==> src/ffpc_pkg.sv <==
// ----------------------------------------------------------------------------
// ffpc_pkg: shared types and constants of the frame field parser
// Word types of the input and result channels, check codes and widths.
// ----------------------------------------------------------------------------
package ffpc_pkg;

  localparam int unsigned POS_W = 9;
  localparam logic [3:0] LENGTH_UNIT_RESET = 4'd5;
  localparam logic [15:0] SUM_GOOD = 16'hFFFF;

  typedef enum logic [1:0] {
    CHK_PARITY = 2'd0,
    CHK_CRC    = 2'd1,
    CHK_SUM    = 2'd2,
    CHK_XOR    = 2'd3
  } check_e;

  typedef struct packed {
    logic [7:0] data_byte;
    logic       frame_start;
  } in_word_t;

  typedef struct packed {
    logic [2:0] language;
    logic [7:0] message_length;
    logic [7:0] dest_id;
    logic [7:0] source_id;
    logic [1:0] cipher;
    logic [1:0] check_type;
    logic       parity_odd;
    logic [1:0] line_code;
    logic       medium_type;
    logic [1:0] medium_res;
    logic       frame_error;
  } out_word_t;

  typedef struct packed {
    logic valid;
    logic advance;
  } stage_ctl_t;

endpackage

==> src/ffpc_in_if.sv <==
// ----------------------------------------------------------------------------
// ffpc_in_if: input byte channel
// Valid/ready channel carrying one frame byte and the frame start flag.
// ----------------------------------------------------------------------------
interface ffpc_in_if;
  logic       valid;
  logic       ready;
  logic [7:0] data_byte;
  logic       frame_start;

  modport source (output valid, output data_byte, output frame_start, input ready);
  modport sink (input valid, input data_byte, input frame_start, output ready);
endinterface

==> src/ffpc_out_if.sv <==
// ----------------------------------------------------------------------------
// ffpc_out_if: result channel
// Valid/ready channel carrying the decoded fields of one frame.
// ----------------------------------------------------------------------------
interface ffpc_out_if;
  logic       valid;
  logic       ready;
  logic [2:0] language;
  logic [7:0] message_length;
  logic [7:0] dest_id;
  logic [7:0] source_id;
  logic [1:0] cipher;
  logic [1:0] check_type;
  logic       parity_odd;
  logic [1:0] line_code;
  logic       medium_type;
  logic [1:0] medium_res;
  logic       frame_error;

  modport source (
    output valid, output language, output message_length, output dest_id,
    output source_id, output cipher, output check_type, output parity_odd,
    output line_code, output medium_type, output medium_res, output frame_error,
    input ready
  );
  modport sink (
    input valid, input language, input message_length, input dest_id,
    input source_id, input cipher, input check_type, input parity_odd,
    input line_code, input medium_type, input medium_res, input frame_error,
    output ready
  );
endinterface

==> src/ffpc_in_stage.sv <==
// ----------------------------------------------------------------------------
// ffpc_in_stage: input register
// Holds one accepted byte until the parser consumes it.
// ----------------------------------------------------------------------------
module ffpc_in_stage (
  input  logic                clk_i,
  input  logic                rst_ni,
  ffpc_in_if.sink             in_i,
  input  logic                advance_i,
  output logic                valid_o,
  output ffpc_pkg::in_word_t  word_o
);
  import ffpc_pkg::*;

  logic     valid_q, valid_d;
  in_word_t word_q;
  logic     take;

  assign in_i.ready = !valid_q || advance_i;
  assign take       = in_i.valid && in_i.ready;

  always_comb begin
    valid_d = valid_q;
    if (take) begin
      valid_d = 1'b1;
    end else if (advance_i) begin
      valid_d = 1'b0;
    end
  end

  always_ff @(posedge clk_i or negedge rst_ni) begin
    if (!rst_ni) begin
      valid_q <= 1'b0;
    end else begin
      valid_q <= valid_d;
    end
  end

  always_ff @(posedge clk_i) begin
    if (take) begin
      word_q.data_byte   <= in_i.data_byte;
      word_q.frame_start <= in_i.frame_start;
    end
  end

  assign valid_o = valid_q;
  assign word_o  = word_q;
endmodule

==> src/ffpc_core.sv <==
// ----------------------------------------------------------------------------
// ffpc_core: frame state and field decode
// Tracks the byte position, captures the header fields, runs the parity,
// XOR and ones-complement accumulators and forms the result at the last byte.
// ----------------------------------------------------------------------------
module ffpc_core (
  input  logic                 clk_i,
  input  logic                 rst_ni,
  input  logic [3:0]           length_unit_i,
  input  ffpc_pkg::stage_ctl_t ctl_i,
  input  ffpc_pkg::in_word_t   word_i,
  output logic                 last_o,
  output ffpc_pkg::out_word_t  result_o
);
  import ffpc_pkg::*;

  logic [POS_W-1:0] pos_q, pos_d;
  logic [7:0]       mlen_q, mlen_d;
  logic [2:0]       lang_q, lang_d;
  logic [7:0]       dest_q, dest_d;
  logic [7:0]       src_q, src_d;
  logic [7:0]       ck_q, ck_d;
  logic             par_q, par_d;
  logic [7:0]       xor_q, xor_d;
  logic [15:0]      sum_q, sum_d;
  logic [7:0]       hold_q, hold_d;

  logic             hdr;
  logic [8:0]       prod;
  logic [POS_W-1:0] m_ext;
  logic [POS_W-1:0] extra;
  logic [1:0]       ctype;
  logic             last;
  logic [15:0]      word;
  logic [16:0]      sum_t;
  logic [15:0]      sum_wrap;
  logic             podd;
  logic             err;
  logic [7:0]       b;
  logic             fire;

  assign b     = word_i.data_byte;
  assign fire  = ctl_i.valid && ctl_i.advance;
  assign hdr   = word_i.frame_start || (pos_q == '0);
  assign prod  = 9'(b[4:0]) * 9'(length_unit_i);
  assign m_ext = POS_W'(mlen_q);

  always_comb begin
    dest_d = dest_q;
    src_d  = src_q;
    ck_d   = ck_q;
    if (pos_q == m_ext + POS_W'(1)) begin
      dest_d = b;
    end else if (pos_q == m_ext + POS_W'(2)) begin
      src_d = b;
    end else if (pos_q == m_ext + POS_W'(3)) begin
      ck_d = b;
    end
  end

  assign ctype = ck_d[5:4];

  always_comb begin
    case (check_e'(ctype))
      CHK_PARITY: extra = POS_W'(0);
      CHK_SUM:    extra = POS_W'(2);
      default:    extra = POS_W'(1);
    endcase
  end

  assign last = !hdr && (pos_q == m_ext + POS_W'(4) + extra);

  assign par_d    = par_q ^ (^b);
  assign xor_d    = xor_q ^ b;
  assign word     = pos_q[0] ? {b, 8'h00} : {hold_q, b};
  assign sum_t    = {1'b0, sum_q} + {1'b0, word};
  assign sum_wrap = sum_t[15:0] + 16'(sum_t[16]);
  assign sum_d    = (!pos_q[0] || last) ? sum_wrap : sum_q;
  assign hold_d   = pos_q[0] ? b : hold_q;
  assign pos_d    = last ? '0 : pos_q + POS_W'(1);
  assign mlen_d   = prod[8] ? 8'hFF : prod[7:0];
  assign lang_d   = b[7:5];
  assign podd     = (check_e'(ctype) == CHK_PARITY) ? ck_d[1] : 1'b0;

  always_comb begin
    case (check_e'(ctype))
      CHK_PARITY: err = podd ? !par_d : par_d;
      CHK_CRC:    err = 1'b0;
      CHK_SUM:    err = (sum_d != SUM_GOOD);
      CHK_XOR:    err = (xor_d != 8'h00);
      default:    err = 1'b0;
    endcase
  end

  always_ff @(posedge clk_i or negedge rst_ni) begin
    if (!rst_ni) begin
      pos_q  <= '0;
      mlen_q <= '0;
      lang_q <= '0;
      dest_q <= '0;
      src_q  <= '0;
      ck_q   <= '0;
      par_q  <= 1'b0;
      xor_q  <= '0;
      sum_q  <= '0;
      hold_q <= '0;
    end else if (fire) begin
      if (hdr) begin
        pos_q  <= POS_W'(1);
        mlen_q <= mlen_d;
        lang_q <= lang_d;
        dest_q <= '0;
        src_q  <= '0;
        ck_q   <= '0;
        par_q  <= ^b;
        xor_q  <= b;
        sum_q  <= '0;
        hold_q <= '0;
      end else begin
        pos_q  <= pos_d;
        dest_q <= dest_d;
        src_q  <= src_d;
        ck_q   <= ck_d;
        par_q  <= par_d;
        xor_q  <= xor_d;
        sum_q  <= sum_d;
        hold_q <= hold_d;
      end
    end
  end

  assign last_o = last;

  always_comb begin
    result_o.language       = lang_q;
    result_o.message_length = mlen_q;
    result_o.dest_id        = dest_q;
    result_o.source_id      = src_q;
    result_o.cipher         = ck_d[7:6];
    result_o.check_type     = ctype;
    result_o.parity_odd     = podd;
    result_o.line_code      = b[7:6];
    result_o.medium_type    = b[5];
    result_o.medium_res     = b[4:3];
    result_o.frame_error    = err;
  end
endmodule

==> src/ffpc_out_stage.sv <==
// ----------------------------------------------------------------------------
// ffpc_out_stage: result register
// Holds one finished result until the receiver takes it.
// ----------------------------------------------------------------------------
module ffpc_out_stage (
  input  logic                clk_i,
  input  logic                rst_ni,
  input  logic                load_i,
  input  ffpc_pkg::out_word_t result_i,
  output logic                busy_o,
  ffpc_out_if.source          out_o
);
  import ffpc_pkg::*;

  logic      valid_q, valid_d;
  out_word_t res_q;

  always_comb begin
    valid_d = valid_q;
    if (load_i) begin
      valid_d = 1'b1;
    end else if (out_o.ready) begin
      valid_d = 1'b0;
    end
  end

  always_ff @(posedge clk_i or negedge rst_ni) begin
    if (!rst_ni) begin
      valid_q <= 1'b0;
    end else begin
      valid_q <= valid_d;
    end
  end

  always_ff @(posedge clk_i) begin
    if (load_i) begin
      res_q <= result_i;
    end
  end

  assign busy_o = valid_q && !out_o.ready;

  assign out_o.valid          = valid_q;
  assign out_o.language       = res_q.language;
  assign out_o.message_length = res_q.message_length;
  assign out_o.dest_id        = res_q.dest_id;
  assign out_o.source_id      = res_q.source_id;
  assign out_o.cipher         = res_q.cipher;
  assign out_o.check_type     = res_q.check_type;
  assign out_o.parity_odd     = res_q.parity_odd;
  assign out_o.line_code      = res_q.line_code;
  assign out_o.medium_type    = res_q.medium_type;
  assign out_o.medium_res     = res_q.medium_res;
  assign out_o.frame_error    = res_q.frame_error;
endmodule

==> src/frame_field_parse_and_check.sv <==
// ----------------------------------------------------------------------------
// frame_field_parse_and_check: byte-serial frame parser and checker
// Frame bytes enter on in_i, one word per byte. A byte with frame_start set,
// or the first byte after reset or after a finished frame, is the header.
// When the link byte closing a frame is consumed, one word with the decoded
// fields and the error flag of the selected check is offered on out_o; no
// other byte yields a word.
// Throughput is one byte per cycle unless a closing byte waits for the result
// register. An accepted byte is parsed from the input register, and a closing
// byte, when consumed, loads the result register, which offers its word on
// out_o. The length unit is written through length_unit_we_i and
// length_unit_i; the user must write it only while no frame byte is in
// flight, which the block itself does not enforce. It resets to 5.
// Reset empties both registers and returns the parser to expecting a header.
// When the receiver stalls, the result register holds its word; bytes that
// yield no result keep flowing, and a closing byte waits in the input
// register until the result register is free.
// ----------------------------------------------------------------------------
module frame_field_parse_and_check (
  input  logic       clk_i,
  input  logic       rst_ni,
  input  logic       length_unit_we_i,
  input  logic [3:0] length_unit_i,
  ffpc_in_if.sink    in_i,
  ffpc_out_if.source out_o
);
  import ffpc_pkg::*;

  logic       [3:0] unit_q;
  stage_ctl_t       ctl;
  in_word_t         word;
  out_word_t        result;
  logic             last;
  logic             busy;
  logic             load;

  always_ff @(posedge clk_i or negedge rst_ni) begin
    if (!rst_ni) begin
      unit_q <= LENGTH_UNIT_RESET;
    end else if (length_unit_we_i) begin
      unit_q <= length_unit_i;
    end
  end

  assign ctl.advance = ctl.valid && (!last || !busy);
  assign load        = ctl.advance && last;

  ffpc_in_stage u_in_stage (
    .clk_i     (clk_i),
    .rst_ni    (rst_ni),
    .in_i      (in_i),
    .advance_i (ctl.advance),
    .valid_o   (ctl.valid),
    .word_o    (word)
  );

  ffpc_core u_core (
    .clk_i         (clk_i),
    .rst_ni        (rst_ni),
    .length_unit_i (unit_q),
    .ctl_i         (ctl),
    .word_i        (word),
    .last_o        (last),
    .result_o      (result)
  );

  ffpc_out_stage u_out_stage (
    .clk_i    (clk_i),
    .rst_ni   (rst_ni),
    .load_i   (load),
    .result_i (result),
    .busy_o   (busy),
    .out_o    (out_o)
  );

`ifndef SYNTHESIS
  a_no_overwrite: assert property (@(posedge clk_i) disable iff (!rst_ni)
    (out_o.valid && !out_o.ready) |-> !load)
    else $error("result register overwritten while stalled");

  a_load_shows: assert property (@(posedge clk_i) disable iff (!rst_ni)
    load |=> out_o.valid)
    else $error("loaded result not offered");

  a_advance_valid: assert property (@(posedge clk_i) disable iff (!rst_ni)
    ctl.advance |-> ctl.valid)
    else $error("parser advanced on an empty input register");
`endif
endmodule
==> src/flat_wrapper.sv <==
// flat-port wrapper written by rule: the top's interface ports become plain ports
module frame_field_parse_and_check_flat import ffpc_pkg::*;
  (clk_i, rst_ni, length_unit_we_i, length_unit_i, in_i_valid, in_i_data_byte, in_i_frame_start, in_i_ready, out_o_valid, out_o_language, out_o_message_length, out_o_dest_id, out_o_source_id, out_o_cipher, out_o_check_type, out_o_parity_odd, out_o_line_code, out_o_medium_type, out_o_medium_res, out_o_frame_error, out_o_ready);
  ffpc_in_if in_i_i ();
  ffpc_out_if out_o_i ();
  input  logic clk_i;
  input  logic rst_ni;
  input  logic length_unit_we_i;
  input  logic [3:0] length_unit_i;
  input wire logic [$bits(in_i_i.valid)-1:0] in_i_valid;
  input wire logic [$bits(in_i_i.data_byte)-1:0] in_i_data_byte;
  input wire logic [$bits(in_i_i.frame_start)-1:0] in_i_frame_start;
  output wire logic [$bits(in_i_i.ready)-1:0] in_i_ready;
  output wire logic [$bits(out_o_i.valid)-1:0] out_o_valid;
  output wire logic [$bits(out_o_i.language)-1:0] out_o_language;
  output wire logic [$bits(out_o_i.message_length)-1:0] out_o_message_length;
  output wire logic [$bits(out_o_i.dest_id)-1:0] out_o_dest_id;
  output wire logic [$bits(out_o_i.source_id)-1:0] out_o_source_id;
  output wire logic [$bits(out_o_i.cipher)-1:0] out_o_cipher;
  output wire logic [$bits(out_o_i.check_type)-1:0] out_o_check_type;
  output wire logic [$bits(out_o_i.parity_odd)-1:0] out_o_parity_odd;
  output wire logic [$bits(out_o_i.line_code)-1:0] out_o_line_code;
  output wire logic [$bits(out_o_i.medium_type)-1:0] out_o_medium_type;
  output wire logic [$bits(out_o_i.medium_res)-1:0] out_o_medium_res;
  output wire logic [$bits(out_o_i.frame_error)-1:0] out_o_frame_error;
  input wire logic [$bits(out_o_i.ready)-1:0] out_o_ready;
  assign in_i_i.valid = in_i_valid;
  assign in_i_i.data_byte = in_i_data_byte;
  assign in_i_i.frame_start = in_i_frame_start;
  assign in_i_ready = in_i_i.ready;
  assign out_o_valid = out_o_i.valid;
  assign out_o_language = out_o_i.language;
  assign out_o_message_length = out_o_i.message_length;
  assign out_o_dest_id = out_o_i.dest_id;
  assign out_o_source_id = out_o_i.source_id;
  assign out_o_cipher = out_o_i.cipher;
  assign out_o_check_type = out_o_i.check_type;
  assign out_o_parity_odd = out_o_i.parity_odd;
  assign out_o_line_code = out_o_i.line_code;
  assign out_o_medium_type = out_o_i.medium_type;
  assign out_o_medium_res = out_o_i.medium_res;
  assign out_o_frame_error = out_o_i.frame_error;
  assign out_o_i.ready = out_o_ready;
  frame_field_parse_and_check u_core (.clk_i(clk_i), .rst_ni(rst_ni), .length_unit_we_i(length_unit_we_i), .length_unit_i(length_unit_i), .in_i(in_i_i), .out_o(out_o_i));
endmodule
==> config.mk <==
export PLATFORM = sky130hd
export DESIGN_NAME = frame_field_parse_and_check_flat
export DESIGN_NICKNAME = d
export VERILOG_FILES = /design/src/ffpc_pkg.sv /design/src/ffpc_in_if.sv /design/src/ffpc_out_if.sv /design/src/ffpc_in_stage.sv /design/src/ffpc_core.sv /design/src/ffpc_out_stage.sv /design/src/frame_field_parse_and_check.sv /design/src/flat_wrapper.sv
export SDC_FILE = /design/constraint.sdc
export NUM_CORES = 1
export LEC_CHECK = 0
export BUFFER_PORTS_ARGS = -buffer_cell sky130_fd_sc_hd__clkbuf_2
export CORE_ASPECT_RATIO = 1.1
export CORE_MARGIN = 4
export CORE_UTILIZATION = 30
export CTS_CLUSTER_DIAMETER = 60
export CTS_CLUSTER_SIZE = 24
export DETAILED_ROUTE_END_ITERATION = 6
export PLACE_DENSITY = 0.5
export SKIP_LAST_GASP = 1
export SYNTH_ARGS = -nofsm -noshare
export SYNTH_HDL_FRONTEND = slang
export SYNTH_SLANG_ARGS = --single-unit
==> constraint.sdc <==
create_clock -name clk_i -period 6.75 [get_ports clk_i]
set_input_delay 0 -clock clk_i [delete_from_list [all_inputs] [get_ports clk_i]]
set_output_delay 0 -clock clk_i [all_outputs]
set_load 0.005 [all_outputs]
==> results of run 1 <==
report_power, final:
group	leakage (nW)	internal [W]	switching (W)
Combinational	2.16	0.000380	0.000509
Sequential	1.47	0.000887	0.000147
Clock	0.308	0.000623	0.000359
cell type report:
type | instances | share of cell area
multi-input cells | 576 | 0.4476
flip-flops and latches | 127 | 0.3658
repair buffers | 90 | 0.06270
well taps | 346 | 0.04636
clock buffers | 17 | 0.04555
clock inverters | 15 | 0.02237
inverters | 24 | 0.009646
layout by cell type (no fill, tap or decap), types with 24 or more instances in the layout:
cell,n
sky130_fd_sc_hd__edfxtp_1,47
sky130_fd_sc_hd__clkbuf_2,56
sky130_fd_sc_hd__a22o_1,36
sky130_fd_sc_hd__inv_1,24
sky130_fd_sc_hd__nor2_1,50
sky130_fd_sc_hd__a21oi_1,39
sky130_fd_sc_hd__nand2_1,53
sky130_fd_sc_hd__xor2_1,28
sky130_fd_sc_hd__o21ai_0,43
sky130_fd_sc_hd__dfrtp_1,78
sky130_fd_sc_hd__ha_1,39
sky130_fd_sc_hd__xnor2_1,39
worst min-delay path by stage:
stage          startpoint               endpoint  slack [ns]  cells past startpoint
3_5_place_dp       rst_ni       u_core.unit_q[3]       -0.06                      1
2_1_floorplan      rst_ni  u_core.u_core.ck_q[1]       -0.30                      0
5_1_grt            rst_ni       u_core.unit_q[3]        0.06                      2
3_3_place_gp       rst_ni       u_core.unit_q[3]       -0.06                      1
4_1_cts            rst_ni       u_core.unit_q[3]        0.02                      2
6_report           rst_ni       u_core.unit_q[3]        0.03                      2
logic make-up (layout without fill, tap and decap cells):
family                     after synthesis  in the layout
and+or+nand+nor                        227            227
AOI/OAI and AO/OA                      207            207
DFF                                    127            127
xor gates and xnor gates                68             68
buffers and inverters                   59            146
adders and majority gates               47             47
muxes                                   27             27
through the flow:
step                      utilization  hold WS, ns  instances
after floorplan                     -      -0.2956        762
after detailed placement       0.3336     -0.06228       1143
after global placement         0.3336     -0.06396       1143
after CTS                      0.3663      0.01859       1195
after global routing           0.3663      0.05766       1195
final                          0.3663      0.02609       1195
layer usage:
layer,routed length [um],up-vias,global-route usage
li1,-,2957,-
met1,9102,2921,0.1809
met2,10170,115,0.2486
met3,652,34,0.02555
met4,750,0,0.06838
met5,0,-,0
worst max-delay path, delay by kind of cell, from the launching register on:
| kind | cells | cell delay [ns] |
|---|---|---|
| adders and majority gates | 2 | 0.69 |
| DFF | 1 | 0.74 |
| AOI/OAI and AO/OA | 6 | 1.70 |
| muxes | 1 | 0.47 |
| and+or+nand+nor | 9 | 2.28 |
state kept, by name, indices dropped and copies added (netlist names), 3 cells and up:
name	cells
u_core.u_out_stage.out_o.language	3
u_core.u_core.src_q	8
u_core.u_core.mlen_q	8
u_core.unit_q	4
u_core.u_core.xor_q	8
u_core.u_core.dest_q	8
u_core.u_out_stage.out_o.dest_id	8
u_core.u_core.ck_q	5
u_core.u_out_stage.out_o.message_length	8
u_core.u_in_stage.word_o	9
u_core.u_core.sum_q	16
u_core.u_core.pos_q	9
u_core.u_out_stage.out_o.source_id	8
u_core.u_core.hold_q	8
u_core.u_core.lang_q	3
==> impl_summary.log, run 1 <==
INFO  metric outcome = completed
INFO  metric dp_hpwl = 15.44 mm
INFO  metric mappedNetlistNets = slightly above 800
INFO  metric power_density = 311.0 nW/um2
INFO  metric postSynth.topFlopCell = sky130_fd_sc_hd__dfrtp_1
INFO  metric finish.net_count = around 900
INFO  metric place_ws = 0.8672 ns
INFO  metric clk-insertion-delay-late = 0.42 ns
INFO  metric postSynthCellCount = between 700 and 800
INFO  metric grt.overflow.total = 0
INFO  metric synth_compound_area_frac = 0.1859
INFO  metric crit_path_max_incr_delay = ~0.74 ns
INFO  metric layout-drive-gt1-share = 0.1661
INFO  metric grt_setup_unrepaired = no
INFO  metric worst-endpoint-arrival = 6.29 ns
INFO  metric post_synth_xor_area_fraction = 0.07691
INFO  metric timing_max_transition_violations_final = 0
INFO  metric critical_path.reg2reg.endpoint = u_core.u_core.hold_q[0]
INFO  metric post_cts.repair.setup_buffers = 0
INFO  metric io_buffers = 57
INFO  metric synthTopCellsByCount = sky130_fd_sc_hd__dfrtp_1 (78), sky130_fd_sc_hd__nand2_1 (53), sky130_fd_sc_hd__nor2_1 (50)
INFO  metric clk_path_buf_depth = 2
INFO  metric placedInstanceArea = approximately 8500 um2
INFO  metric via_count_of_the_first_global_routing_pass = approximately 6,000
INFO  metric post_synth.cell_area_avg = 10.29 um2
INFO  metric gr_util_all_layers = 0.1462
INFO  metric critical_path.slowest_cell = sky130_fd_sc_hd__dfrtp_1
INFO  metric synth_cell_types = 72
INFO  metric p_total = 0.002905 W
INFO  metric ant_nets = 0
INFO  metric numClockSinks = around 130
INFO  metric totalNegativeSetupSlack = 0 ns
INFO  metric clock_transition_time_at_the_flip_flop_clock_pins_of_the_worst_setup_and_hold_paths = roughly 0.060 ns
INFO  metric core = around 25,000 um2
INFO  metric p_leak = ~4 nW
INFO  metric synth.area.top_cells = sky130_fd_sc_hd__dfrtp_1 (25%), sky130_fd_sc_hd__edfxtp_1 (18%), sky130_fd_sc_hd__ha_1 (6.2%)
INFO  metric final.period_utilization = 0.8786
INFO  metric post_drt_via_cell_ratio = ~5
INFO  metric synth_top_area_share = 0.2489
INFO  metric worst_setup_path_endpoint = u_core.u_core.hold_q[0]
INFO  metric holdBufCountCts = 20
INFO  metric critPathCaptureType = flop
INFO  metric worst-endpoint-required = 7.11 ns
INFO  metric clock-skew-final = slightly above 0.01 ns
INFO  metric cts_buffers = 17
INFO  metric final_hold_violating_endpoints = 0
INFO  metric final_period_minus_worst_setup_slack = between 5 and 6 ns
INFO  metric finalSetupViolations = 0
INFO  metric globalplace.congestion = 0.8737
INFO  metric worstHoldPathType = in2async
INFO  metric fp.dieArea = between 20,000 and 30,000 um2
INFO  metric synth.area.mux_share = 0.03766
INFO  metric ir_drop = 0.1831 mV
INFO  metric boundaryPins = 58
INFO  metric vias = roughly 6,000
INFO  metric worst_slew_pin_slew = between 0.9 and 1 ns
INFO  metric num-fill-cells = 2,574
INFO  metric r2r_slack = ~0.82 ns
INFO  metric critical_path.max_fanout = 21
INFO  metric antenna_found_initial = 0
INFO  metric yosys.area.top_type = sky130_fd_sc_hd__dfrtp_1
INFO  metric synth-seq-area-share = 0.4356
INFO  metric worst-setup-path-type = reg2reg
INFO  metric grt_max_degree = 55
INFO  metric first_pass_grt_wire_length = approximately 33 mm
INFO  metric multi_input_area = between 4000 and 5000 um2
INFO  metric tritoncts = built
INFO  metric ff2ff_path_depth = 18
INFO  metric cts_resized = 0
INFO  metric post_synth_and_or_nand_nor_area_fraction = 0.1486
INFO  metric routed_wirelength = 20.68 mm
INFO  metric detail_route.iter0.violations = 266
INFO  metric die-width = ~160 um
INFO  metric max_cap_violations = 0
INFO  metric synthToLayoutAreaGrowth = 19.10%
INFO  metric crit_path_start_kind = flop
INFO  metric dieHeight = approximately 180 um
INFO  metric sequential_cell_area = between 3000 and 4000 um2
INFO  metric final_design_area_no_fill = 9339 um2
INFO  metric clock_root_buffer_master = sky130_fd_sc_hd__clkbuf_16
INFO  metric asyncSetResetFlopFracSynth = 0.6299
INFO  metric antenna_cells = 0
INFO  metric yosys.cell_count.top_type = sky130_fd_sc_hd__dfrtp_1
INFO  metric synth-adder-area-share = 0.08266
INFO  metric syn-cell-area = 7841 um2
INFO  metric worst_flop_to_flop_path_startpoint = u_core.u_core.mlen_q[2]
INFO  metric ys_seq_elements = 127
INFO  metric synth_edf_count = 47
INFO  metric placement_rows = about 60
INFO  metric max_slew_margin = 0.3916
INFO  metric start_util = 0.3076
INFO  metric synth.yosys.warnings = 0
INFO  metric cts.htree.levels = 4
INFO  metric detail_route.drc_violations = 0
INFO  metric synth_top_family_by_area = compound AO/OA/AOI/OAI gates
INFO  metric fmax = ~0.17 GHz
INFO  metric drt-pass1-iter-count = 7
INFO  metric start_point_of_the_critical_path = u_core.u_core.mlen_q[2]
INFO  metric critical_path_cell_by_cell = ha_1 > a21oi_1 > nor2_1 > nand2_1 > nor4_1 > o2111ai_1 > mux2i_1 > ha_1 > a211oi_2 > nor3_1 > a211o_1 > a31oi_4 > nor2_2 > nand3_2 > and2_1 > nand2_1 > nor2_1 > a22o_1
INFO  metric fin_ws = about 0.8 ns
INFO  metric routed_wire_length_per_instance = 17.30 um
(Power assumes the default switching activity.)
==> run 2, diff against run 1 <==
--- a/config.mk
+++ b/config.mk
@@ -7,7 +7,7 @@
 export LEC_CHECK = 0
 export BUFFER_PORTS_ARGS = -buffer_cell sky130_fd_sc_hd__clkbuf_2
 export CORE_ASPECT_RATIO = 1.1
-export CORE_MARGIN = 4
+export CORE_MARGIN = 2
 export CORE_UTILIZATION = 30
 export CTS_CLUSTER_DIAMETER = 60
 export CTS_CLUSTER_SIZE = 24
@@ -17,3 +17,4 @@
 export SYNTH_ARGS = -nofsm -noshare
 export SYNTH_HDL_FRONTEND = slang
 export SYNTH_SLANG_ARGS = --single-unit
+export TNS_END_PERCENT = 30
==> run 2 against run 1 <==
Clock power decreased by 8.1%. Sequential power barely moved. Cell area down 0.31%. Core utilization decreased by 0.70 points. Worst hold slack lost 0.011 ns. Count of clock-buffer cells in the layout rose by 2. Fmax down 1.7%. Sequential share of layout area up 0.11 points. Cell count increased by 0.67%. Register-to-register slack lost 0.10 ns. Flip-flop and latch count did not move. Worst setup slack worse by 0.10 ns.
==> impl_summary.log, run 2 (synthesis results as in run 1) <==
INFO  metric p_leak = 3.916 nW (was 3.944 nW)
INFO  metric final_period_minus_worst_setup_slack = 6.032 ns (was 5.931 ns)
INFO  metric ir_drop = 0.1967 mV (was 0.1831 mV)
INFO  metric antenna_cells = 0 (unchanged)
INFO  metric final_hold_violating_endpoints = 0 (unchanged)
INFO  metric via_count_of_the_first_global_routing_pass = 6,100 (was 5,942)
INFO  metric tritoncts = built (unchanged)
INFO  metric grt_setup_unrepaired = no (unchanged)
INFO  metric critical_path.max_fanout = 21 (unchanged)
INFO  metric placedInstanceArea = 8519 um2 (was 8504 um2)
INFO  metric worstHoldPathType = in2async (unchanged)
INFO  metric routed_wire_length_per_instance = 16.88 um (was 17.30 um)
INFO  metric dp_hpwl = 14.68 mm (was 15.44 mm)
INFO  metric power_frac_seq = 0.361 (was 0.356)
INFO  metric die-width = 158.1 um (was 162.1 um)
INFO  metric power_density = 304.1 nW/um2 (was 311.0 nW/um2)
INFO  metric routed_wirelength = 20.31 mm (was 20.68 mm)
INFO  metric fmax = 0.1658 GHz (was 0.1686 GHz)
INFO  metric gr_util_all_layers = 0.1562 (was 0.1462)
INFO  metric final_cell_mix = sky130_fd_sc_hd__dfrtp_1 (78), sky130_fd_sc_hd__clkbuf_2 (56), sky130_fd_sc_hd__nand2_1 (53), sky130_fd_sc_hd__nor2_1 (50), sky130_fd_sc_hd__edfxtp_1 (47) (unchanged)
INFO  metric numClockSinks = 127 (unchanged)
INFO  metric finish.net_count = 903 (was 901)
INFO  metric ff2ff_path_depth = 17 (was 18)
INFO  metric fin_ws = 0.7185 ns (was 0.8194 ns)
INFO  metric boundaryPins = 58 (unchanged)
INFO  metric final.hold.worst_slack = 0.01513 ns (was 0.02609 ns)
INFO  metric internal_power = 0.001805 W (was 0.001890 W)
INFO  metric final.period_utilization = 0.8936 (was 0.8786)
INFO  metric layout-drive-gt1-share = 0.1680 (was 0.1661)
INFO  metric cts_buffers = 17 (unchanged)
INFO  metric grt.overflow.total = 0 (unchanged)
INFO  metric clk-insertion-delay-late = 0.43 ns (was 0.42 ns)
INFO  metric first_pass_grt_wire_length = 33.47 mm (was 33.04 mm)
INFO  metric layout.cells.most_common = sky130_fd_sc_hd__dfrtp_1 (unchanged)
INFO  metric worst-setup-path-type = reg2reg (unchanged)
INFO  metric crit_path_start_kind = flop (unchanged)
INFO  metric final_design_area_no_fill = 9310 um2 (was 9339 um2)
INFO  metric antenna_found_initial = 1 (was 0)
INFO  metric post_drt_via_cell_ratio = 5.027 (was 5.044)
INFO  metric worst-endpoint-arrival = 6.40 ns (was 6.29 ns)
INFO  metric worst-endpoint-required = 7.12 ns (was 7.11 ns)
INFO  metric placement_rows = 62 (was 61)
INFO  metric drt-pass1-iter-count = 5 (was 7)
INFO  metric r2r_slack = 0.72 ns (was 0.82 ns)
INFO  metric globalplace.congestion = 0.8556 (was 0.8737)
INFO  metric ant_nets = 0 (unchanged)
INFO  metric core = 25,910 um2 (was 25,490 um2)
INFO  metric place_ws = 0.7191 ns (was 0.8672 ns)
INFO  metric detail_route.drc_violations = 0 (unchanged)
INFO  metric synthToLayoutAreaGrowth = 18.73% (was 19.10%)
INFO  metric clock_transition_time_at_the_flip_flop_clock_pins_of_the_worst_setup_and_hold_paths = 0.06 ns (about the same)
INFO  metric clock-skew-final = 0.01286 ns (was 0.01032 ns)
INFO  metric timing_max_transition_violations_final = 0 (unchanged)
INFO  metric grt_max_degree = 59 (was 55)
INFO  metric max_cap_violations = 0 (unchanged)
INFO  metric dieHeight = 173.6 um (was 177.6 um)
INFO  metric power_frac_comb = 0.320 (was 0.306)
INFO  metric dpl.cell_count = 1,150 (was 1,143)
INFO  metric critPathCaptureType = flop (unchanged)
INFO  metric max_slew_margin = 0.2972 (was 0.3916)
INFO  metric clk_path_buf_depth = 2 (unchanged)
INFO  metric start_util = 0.3026 (was 0.3076)
INFO  metric worst_slew_pin_slew = 1.052 ns (was 0.9085 ns)
INFO  metric detail_route.iter0.violations = 361 (was 266)
INFO  metric io_buffers = 57 (unchanged)
INFO  metric power_frac_clock = 0.318 (was 0.338)
INFO  metric power.net_switching = 0.001026 W (was 0.001015 W)
INFO  metric clock_root_buffer_master = sky130_fd_sc_hd__clkbuf_16 (unchanged)
INFO  metric vias = 6,047 (was 6,027)
INFO  metric stdcell_count = 1,203 (was 1,195)
INFO  metric totalNegativeSetupSlack = 0 ns (unchanged)
INFO  metric fp.dieArea = 27,450 um2 (was 28,790 um2)
INFO  metric max_flop_register = u_core.u_core.sum_q (unchanged)
INFO  metric outcome = completed (unchanged)
INFO  metric cts.htree.levels = 4 (unchanged)
INFO  metric largest_register_ff_count = 16 (unchanged)
INFO  metric power.share.switching = 0.3624 (was 0.3493)
INFO  metric cts_resized = 0 (unchanged)
INFO  metric finalSetupViolations = 0 (unchanged)
run 2: changes by cell type in the layout (fill, tap and decap cells not counted):
cell	delta
sky130_fd_sc_hd__clkinv_4	-4
sky130_fd_sc_hd__clkinvlp_4	+4
sky130_fd_sc_hd__bufinv_16	-3
sky130_fd_sc_hd__clkbuf_8	+2
sky130_fd_sc_hd__inv_6	+2
sky130_fd_sc_hd__buf_4	+1
sky130_fd_sc_hd__clkinv_1	-1
sky130_fd_sc_hd__dlygate4sd3_1	+1
run 2: metrics by stage:
stage / util / power (W)
after floorplan: - / 0.001689
after global placement: 0.3288 / 0.001925
after detailed placement: 0.3288 / 0.001924
after CTS: 0.3593 / 0.002849
after global routing: 0.3593 / 0.003015
final: 0.3593 / 0.002832
run 2: critical path, stage by stage (launching register included):
cell and delay (ns):
sky130_fd_sc_hd__dfrtp_1 0.65, sky130_fd_sc_hd__and2_0 0.41, sky130_fd_sc_hd__nor3_1 0.09, sky130_fd_sc_hd__o21ai_0 0.17, sky130_fd_sc_hd__a21oi_1 0.08, sky130_fd_sc_hd__o2111ai_1 0.72
sky130_fd_sc_hd__mux2_2 0.42, sky130_fd_sc_hd__ha_1 0.23, sky130_fd_sc_hd__fa_1 0.45, sky130_fd_sc_hd__xor2_1 0.15, sky130_fd_sc_hd__nor4_1 0.34, sky130_fd_sc_hd__nand4_2 0.29
sky130_fd_sc_hd__nor2_2 0.25, sky130_fd_sc_hd__nand3_2 0.10, sky130_fd_sc_hd__nand2_1 0.66, sky130_fd_sc_hd__nor2_1 0.13, sky130_fd_sc_hd__a21oi_1 0.58, sky130_fd_sc_hd__a22o_1 0.25
run 2: path summary, 6_finish.rpt:
check / endpoint / from
max: u_core.u_core.src_q[1] / u_core.u_core.mlen_q[5]
min: u_core.unit_q[3] / rst_ni
max reg2reg: u_core.u_core.src_q[1] / u_core.u_core.mlen_q[5]
min reg2reg: u_core.u_out_stage.out_o.language[1] / u_core.u_core.lang_q[1]
max in group asynchronous: u_core.u_core.src_q[2] / rst_ni
min in group clk_i: u_core.u_in_stage.word_o[5] / in_i_data_byte[4]
run 2: timing repair:
action	in CTS	in global routing
hold buffers	21	0
setup buffers	0	0
endpoints found under the hold margin	37	0
run 2: power groups by stage:
stage | combinational, W | sequential (W) | clock, W
2_1_floorplan | 0.000722 | 0.000967 | 0
3_3_place_gp | 0.000887 | 0.00104 | 0
3_5_place_dp | 0.000888 | 0.00104 | 0
4_1_cts | 0.000905 | 0.00102 | 0.000920
5_1_grt | 0.00102 | 0.00104 | 0.000954
6_report | 0.000907 | 0.00102 | 0.000902
run 2: area by class of cell:
class / count / area [um2]
clock buffers: 19 / 452.9
clock inverters: 13 / 127.6
flip-flops and latches: 127 / 3416
multi-input cells: 576 / 4180
well taps: 352 / 440.4
repair buffers: 92 / 603.1
fillers: 2594 / 16600
inverters: 24 / 90.09
run 2: metal layers:
metal / track usage / wire length [um]
met1: 0.2027 / 9184
met2: 0.2572 / 9845
met3: 0.02375 / 618
met4: 0.06794 / 649
met5: 0 / 7
